$ cat config.mk
export PLATFORM = sky130hd
export DESIGN_NAME = lsb_text_steganography_top
export DESIGN_NICKNAME = d
export VERILOG_FILES = /design/src/hdl/lsbsteg_pkg.sv /design/src/hdl/lsbsteg_pos.sv /design/src/hdl/lsb_text_steganography_top.sv
export SDC_FILE = /design/constraint.sdc
export NUM_CORES = 1
export LEC_CHECK = 0
export BUFFER_PORTS_ARGS = -buffer_cell sky130_fd_sc_hd__buf_2
export CORE_MARGIN = 5
export CORE_UTILIZATION = 35
export CTS_BUF_LIST = sky130_fd_sc_hd__clkbuf_4 sky130_fd_sc_hd__clkbuf_8
export CTS_CLUSTER_DIAMETER = 200
export DETAILED_ROUTE_END_ITERATION = 10
export GPL_ROUTABILITY_DRIVEN = 0
export MAX_ROUTING_LAYER = met4
export PLACE_DENSITY = 0.57
export SETUP_SLACK_MARGIN = 0.5
export SYNTH_ARGS = -nofsm -noshare
export SYNTH_HDL_FRONTEND = slang
export SYNTH_HIERARCHICAL = 1
export SYNTH_SLANG_ARGS = --single-unit
$ cat constraint.sdc
create_clock -name clk -period 4.7 [get_ports clk]
set_clock_uncertainty 0.15 [all_clocks]
set_input_delay 0.235 -clock clk [delete_from_list [all_inputs] [get_ports clk]]
set_output_delay 0.235 -clock clk [all_outputs]
set_load 0.05 [all_outputs]
$ cat src/hdl/lsbsteg_pkg.sv
`default_nettype none

package lsbsteg_pkg;

  localparam int unsigned POS_W      = 12;
  localparam int unsigned DIM_W      = 13;
  localparam int unsigned PLANE_W    = 2;
  localparam int unsigned BIT_IDX_W  = 3;
  localparam int unsigned CHAR_W     = 8;
  localparam int unsigned REG_IDX_W  = 2;
  localparam int unsigned CFG_W      = 13;

  localparam logic [DIM_W-1:0]   MAX_DIM      = 13'd4096;
  localparam logic [PLANE_W:0]   NUM_PLANES   = 3'd3;
  localparam logic [CHAR_W-1:0]  TERMINATOR   = 8'd13;

  localparam logic [DIM_W-1:0]   WIDTH_RESET  = 13'd640;
  localparam logic [DIM_W-1:0]   HEIGHT_RESET = 13'd480;

  typedef enum logic [REG_IDX_W-1:0] {
    REG_MODE   = 2'd0,
    REG_WIDTH  = 2'd1,
    REG_HEIGHT = 2'd2
  } reg_idx_t;

  localparam logic OP_LOAD      = 1'b0;
  localparam logic OP_SAMPLE    = 1'b1;
  localparam logic MODE_EMBED   = 1'b0;
  localparam logic MODE_EXTRACT = 1'b1;

  typedef struct packed {
    logic              operation;
    logic [CHAR_W-1:0] character;
    logic [7:0]        sample;
  } cmd_t;

  typedef struct packed {
    logic [7:0]         sample_out;
    logic [POS_W-1:0]   pos_x;
    logic [POS_W-1:0]   pos_y;
    logic [PLANE_W-1:0] channel;
    logic               bit_used;
    logic [CHAR_W-1:0]  char_out;
    logic               char_valid;
    logic               finished;
    logic               out_of_space;
  } res_t;

  // position tracker state, plus a flag for the last sample of the last plane
  typedef struct packed {
    logic [POS_W-1:0]   column;
    logic [POS_W-1:0]   row;
    logic [PLANE_W-1:0] plane;
    logic               stopped;
    logic               last;
  } pos_t;

endpackage

`default_nettype wire

$ cat src/hdl/lsbsteg_pos.sv
`default_nettype none

module lsbsteg_pos import lsbsteg_pkg::*; (
  input  wire logic             clk,
  input  wire logic             rst,
  input  wire logic             advance,
  input  wire logic [DIM_W-1:0] image_width,
  input  wire logic [DIM_W-1:0] image_height,
  output pos_t                  pos
);

  logic [POS_W-1:0]   column;
  logic [POS_W-1:0]   row;
  logic [PLANE_W-1:0] plane;
  logic               stopped;

  logic [DIM_W-1:0]   width_eff;
  logic [DIM_W-1:0]   height_eff;
  logic [DIM_W-1:0]   col_inc;
  logic [DIM_W-1:0]   row_inc;
  logic [PLANE_W:0]   plane_inc;
  logic               col_wrap;
  logic               row_wrap;
  logic               plane_wrap;

  // zero acts as one, oversize acts as the largest dimension
  always_comb begin
    if (image_width == '0) begin
      width_eff = DIM_W'(1);
    end else if (image_width > MAX_DIM) begin
      width_eff = MAX_DIM;
    end else begin
      width_eff = image_width;
    end
    if (image_height == '0) begin
      height_eff = DIM_W'(1);
    end else if (image_height > MAX_DIM) begin
      height_eff = MAX_DIM;
    end else begin
      height_eff = image_height;
    end
  end

  assign col_inc    = {1'b0, column} + DIM_W'(1);
  assign row_inc    = {1'b0, row} + DIM_W'(1);
  assign plane_inc  = {1'b0, plane} + (PLANE_W+1)'(1);
  assign col_wrap   = col_inc >= width_eff;
  assign row_wrap   = row_inc >= height_eff;
  assign plane_wrap = plane_inc >= NUM_PLANES;

  always_ff @(posedge clk) begin
    if (rst) begin
      column  <= '0;
      row     <= '0;
      plane   <= '0;
      stopped <= 1'b0;
    end else if (advance) begin
      if (!col_wrap) begin
        column <= col_inc[POS_W-1:0];
      end else begin
        column <= '0;
        if (!row_wrap) begin
          row <= row_inc[POS_W-1:0];
        end else begin
          row <= '0;
          if (!plane_wrap) begin
            plane <= plane_inc[PLANE_W-1:0];
          end else begin
            plane   <= '0;
            stopped <= 1'b1;
          end
        end
      end
    end
  end

  assign pos.column  = column;
  assign pos.row     = row;
  assign pos.plane   = plane;
  assign pos.stopped = stopped;
  assign pos.last    = col_wrap && row_wrap && plane_wrap;

endmodule

`default_nettype wire

$ cat src/hdl/lsb_text_steganography_top.sv
// LSB text hiding/recovery on a stream of image samples. Each item is either a
// character load (operation 0, no result) or a cover sample (operation 1, one
// result). Samples arrive column fastest, then row, then colour plane; the block
// keeps the position itself. One item is accepted per cycle while cmd_ready is
// high; a sample's result sits in the output register the cycle after it is
// accepted, and a new item is taken whenever that register is empty or being
// drained in the same cycle. The throughput is set by that single output
// register. After the last sample of the third plane the block reports
// out_of_space and passes samples through unchanged until reset. Write mode,
// image_width and image_height only while the block is idle.
`default_nettype none

module lsb_text_steganography_top import lsbsteg_pkg::*; (
  input  wire logic                 clk,
  input  wire logic                 rst,
  input  wire logic                 cmd_valid,
  output logic                      cmd_ready,
  input  wire cmd_t                 cmd,
  output logic                      res_valid,
  input  wire logic                 res_ready,
  output res_t                      res,
  input  wire logic                 cfg_we,
  input  wire logic [REG_IDX_W-1:0] cfg_addr,
  input  wire logic [CFG_W-1:0]     cfg_data
);

  logic                 mode;
  logic [DIM_W-1:0]     image_width;
  logic [DIM_W-1:0]     image_height;

  logic [BIT_IDX_W-1:0] bit_index;
  logic [BIT_IDX_W-1:0] bit_index_next;
  logic [CHAR_W-1:0]    char_shift;
  logic [CHAR_W-1:0]    char_shift_next;
  logic                 char_loaded;
  logic                 char_loaded_next;
  res_t                 res_next;

  logic                 accept;
  logic                 is_sample;
  logic                 advance;
  logic [CHAR_W-1:0]    gathered;
  pos_t                 pos;

  assign cmd_ready = !res_valid || res_ready;
  assign accept    = cmd_valid && cmd_ready;
  assign is_sample = cmd.operation == OP_SAMPLE;
  assign advance   = accept && is_sample && !pos.stopped;

  lsbsteg_pos u_pos (
    .clk          (clk),
    .rst          (rst),
    .advance      (advance),
    .image_width  (image_width),
    .image_height (image_height),
    .pos          (pos)
  );

  always_ff @(posedge clk) begin
    if (rst) begin
      mode         <= MODE_EMBED;
      image_width  <= WIDTH_RESET;
      image_height <= HEIGHT_RESET;
    end else if (cfg_we) begin
      unique case (cfg_addr)
        REG_MODE:   mode         <= cfg_data[0];
        REG_WIDTH:  image_width  <= cfg_data;
        REG_HEIGHT: image_height <= cfg_data;
        default:    ;
      endcase
    end
  end

  always_comb begin
    gathered            = char_shift;
    gathered[bit_index] = cmd.sample[0];
  end

  always_comb begin
    bit_index_next   = bit_index;
    char_shift_next  = char_shift;
    char_loaded_next = char_loaded;

    res_next              = '0;
    res_next.sample_out   = cmd.sample;
    res_next.out_of_space = 1'b1;

    unique case (cmd.operation)
      OP_LOAD: begin
        char_shift_next  = cmd.character;
        bit_index_next   = '0;
        char_loaded_next = 1'b1;
      end
      OP_SAMPLE: begin
        if (!pos.stopped) begin
          res_next.pos_x        = pos.column;
          res_next.pos_y        = pos.row;
          res_next.channel      = pos.plane;
          res_next.out_of_space = pos.last;
          if (mode == MODE_EMBED) begin
            if (char_loaded) begin
              res_next.sample_out = {cmd.sample[7:1], char_shift[bit_index]};
              res_next.bit_used   = 1'b1;
              bit_index_next      = bit_index + BIT_IDX_W'(1);
              if (bit_index == '1) begin
                char_loaded_next = 1'b0;
              end
            end
          end else begin
            char_shift_next   = gathered;
            res_next.bit_used = 1'b1;
            bit_index_next    = bit_index + BIT_IDX_W'(1);
            if (bit_index == '1) begin
              if (gathered == TERMINATOR) begin
                res_next.finished = 1'b1;
              end else begin
                res_next.char_out   = gathered;
                res_next.char_valid = 1'b1;
              end
            end
          end
          // running out of space drops any partial character
          if (pos.last) begin
            bit_index_next   = '0;
            char_loaded_next = 1'b0;
          end
        end
      end
      default: ;
    endcase
  end

  always_ff @(posedge clk) begin
    if (rst) begin
      bit_index   <= '0;
      char_shift  <= '0;
      char_loaded <= 1'b0;
    end else if (accept) begin
      bit_index   <= bit_index_next;
      char_shift  <= char_shift_next;
      char_loaded <= char_loaded_next;
    end
  end

  always_ff @(posedge clk) begin
    if (rst) begin
      res_valid <= 1'b0;
    end else if (accept && is_sample) begin
      res_valid <= 1'b1;
    end else if (res_ready) begin
      res_valid <= 1'b0;
    end
  end

  always_ff @(posedge clk) begin
    if (accept && is_sample) begin
      res <= res_next;
    end
  end

endmodule

`default_nettype wire

==> impl_metrics.json <==
{
  "outcome": "completed",
  "use_met1_pct": 19.1,
  "multi_input_area_um2": 3010,
  "use_met2_pct": 23.3,
  "dieWidth_um": 140,
  "final_nets": 793,
  "synth_nets": 693,
  "yosys.cell_types.count": 73,
  "netlist.area_leader.share_pct": 23.4,
  "rsz0062_at_grt": "false",
  "cts-root-buf": "clkbuf_8",
  "routed_via_density": 5.07,
  "gr-total-overflow": 0,
  "htreeDepth": 4,
  "crit_path_max_incr_delay_ps": 410,
  "fp.dieH_um": 140,
  "cts_buffer_depth": 2,
  "hp-class": "in -> reg",
  "wirelength_um": 13900,
  "hold_viol": 0,
  "cp-end-kind": "register",
  "placed_cell_area_um2": 6480,
  "synth_edf_count": 46,
  "syn2layout_area_growth_pct": 21.1,
  "cts.sinks": 113,
  "ys_ff_latch": 113,
  "numCtsBuffers": 17,
  "slew_viol_final": 0,
  "yosys_most_used_dff": "dfxtp_1",
  "relSlewSlack_pct": 18.3,
  "yosys.area.top_type": "edfxtp_1",
  "path_class": "reg -> reg",
  "rows": 47,
  "period_needed_ps": 3930,
  "synthArstFlopShare_pct": 0,
  "track_usage_pct": 15.1,
  "fillerInstances": 1643,
  "io_pins": 85,
  "dieArea_um2": 19600,
  "tns_ps": 0,
  "clk_pin_slew_worst_paths_ps": 70,
  "max-vdd-ir-drop_uv": 168,
  "cts_setup_buffers": 0,
  "syn_area_um2": 5900,
  "rrSetupSlack_ps": 770,
  "post-dp-hpwl_um": 10000,
  "regArea_um2": 2720,
  "cts_tree": "built",
  "grt_max_degree": 60,
  "core_um2": 16600,
  "p_leak_uw": 0.00288,
  "dr.pass1.iters": 5,
  "ys_seq_area_share_pct": 46.1,
  "clk_latency_ps": 440,
  "num_vias": 4865,
  "antenna_found_initial": 0,
  "drc": 0,
  "cp.required_ps": 4920,
  "ant_nets": 0,
  "initial_utilization_pct": 35.6,
  "cp_data_arrival_time_ps": 4150,
  "powerDensity_nw_per_um2": 317,
  "worstPathMaxFanout": 7,
  "drive_above_1_share_pct": 19.4,
  "critPathSlowestCell": "dfxtp_1",
  "synth_area_leaders": "edfxtp_1 23%, dfxtp_1 23%, nand2_1 6.9%",
  "grt_pass1_vias": 4818,
  "path_cells": "ha_2 -> nand3_2 -> nor2_4 -> and2_4 -> nand4_1 -> xnor2_2 -> ha_1 -> a21o_1 -> a211oi_4 -> nor4b_4 -> a221oi_4 -> and3_1 -> nor3_1 -> o21a_1 -> o21ai_0 -> a21oi_1",
  "maxCapViolCount": 0,
  "grt_pass1_wl_um": 23600,
  "fin_area_um2": 7150,
  "drtIter0Drc": 239,
  "yosysWarnings": 6,
  "wl_per_cell_um": 14.5,
  "fmax_ghz": 0.254,
  "busiest_layer": "met2",
  "timing.final.crit_share_pct": 83.7,
  "startpoint_type": "register",
  "use_met3_pct": 4.15,
  "antenna_cells": 0,
  "tightestPinTransition_ps": 1220,
  "avgSynthCellArea_um2": 9.43,
  "synth_cells": 626,
  "numPortBuffers": 84,
  "setup-violations-final": 0
}
routing by layer:
layer  part of all wire [%]  vias up
met2                     46      145
li1                       -     2430
met3                    5.5       26
met1                     46     2264
met5                      0        -
met4                    2.0        0
power breakdown:
group / leakage [µW] / total, µW / switching [µW] / internal [µW]
clock network: 0.000203 / 961 / 433 / 529
logic: 0.00171 / 235 / 157 / 78.0
registers: 0.000971 / 1070 / 23.4 / 1050
final cells by class:
class	count	share of cell area, %
Clock buffer	17	3.27
Clock inverter	15	2.50
Inverter	12	0.630
Multi-Input combinational cell	471	42.1
Sequential cell	113	38.1
Tap cell	220	3.85
Timing Repair Buffer	111	9.59
cell usage after synthesis (all sizes together) (5+ instances only):
cell type / number
a211o: 8
nor2: 60
nor3: 8
and2: 31
clkbuf: 21
a21oi: 47
inv: 11
ha: 30
nor2b: 9
edfxtp: 46
nor3b: 8
and3: 10
a211oi: 5
mux2i: 8
o21ai: 14
xnor2: 15
buf: 9
nand4: 7
o211ai: 5
or2: 5
nand3: 11
nand3b: 12
xor2: 6
nand2: 109
a221o: 5
a22oi: 8
dfxtp: 67
metrics by stage:
stage	utilization [%]	cells	hold slack, ps	total power (µW)	worst slack (ps)
CTS	43.1	959	5.15	2310	774
finish	43.1	959	48.8	2270	765
global placement	39.1	902	261	1310	974
detailed placement	39.1	902	264	1320	807
floorplan	-	626	184	1250	1200
global route	43.1	959	56.5	2380	515
state kept, by name, indices dropped and copies added, names as in the netlist, 2 cells and up:
register	flops
u_pos/row	12
u_pos/column	12
image_width	13
bit_index	3
res	46
char_shift	8
image_height	13
u_pos/plane	2
cells in the final DEF (no fill, tap or decap), types with 10 or more instances in the layout:
master,count
a21oi_1,46
and2_1,30
and3_1,10
buf_2,84
clkbuf_8,17
dfxtp_1,67
dlygate4sd3_1,25
edfxtp_1,46
ha_1,29
nand2_1,108
nand3_1,10
nand3b_1,12
nor2_1,56
xnor2_1,14
critical path, delay by kind of cell, from the launching register on:
kind            cells  cell delay, ps
flops               1             410
fa+ha+maj           2             580
xor+xnor            1             180
simple gates        7            1450
compound gates      6            1110
worst paths after layout:
check | from | endpoint | cells after the start
hold / removal | res_ready | res_valid | 3
hold reg to reg | image_height[0] | image_height[0] | 2
setup / recovery | u_pos/row[0] | bit_index[0] | 16
setup reg to reg | u_pos/row[0] | bit_index[0] | 16
what timing repair did:
| item | CTS | global route |
|---|---|---|
| setup endpoints to repair | 0 | 3 |
| resized for setup | 0 | 3 |
| hold buffers | 25 | 0 |
| endpoints found under the hold margin | 39 | 0 |
logic make-up after synthesis:
logic type	Yosys count	synth area share [%]
mux	12	2.12
simple gates	288	25.2
xor+xnor	21	3.24
buf+inv	42	3.03
compound gates	120	14.0
fa+ha+maj	30	6.36
flops	113	46.1
(Power assumes the default switching activity.)
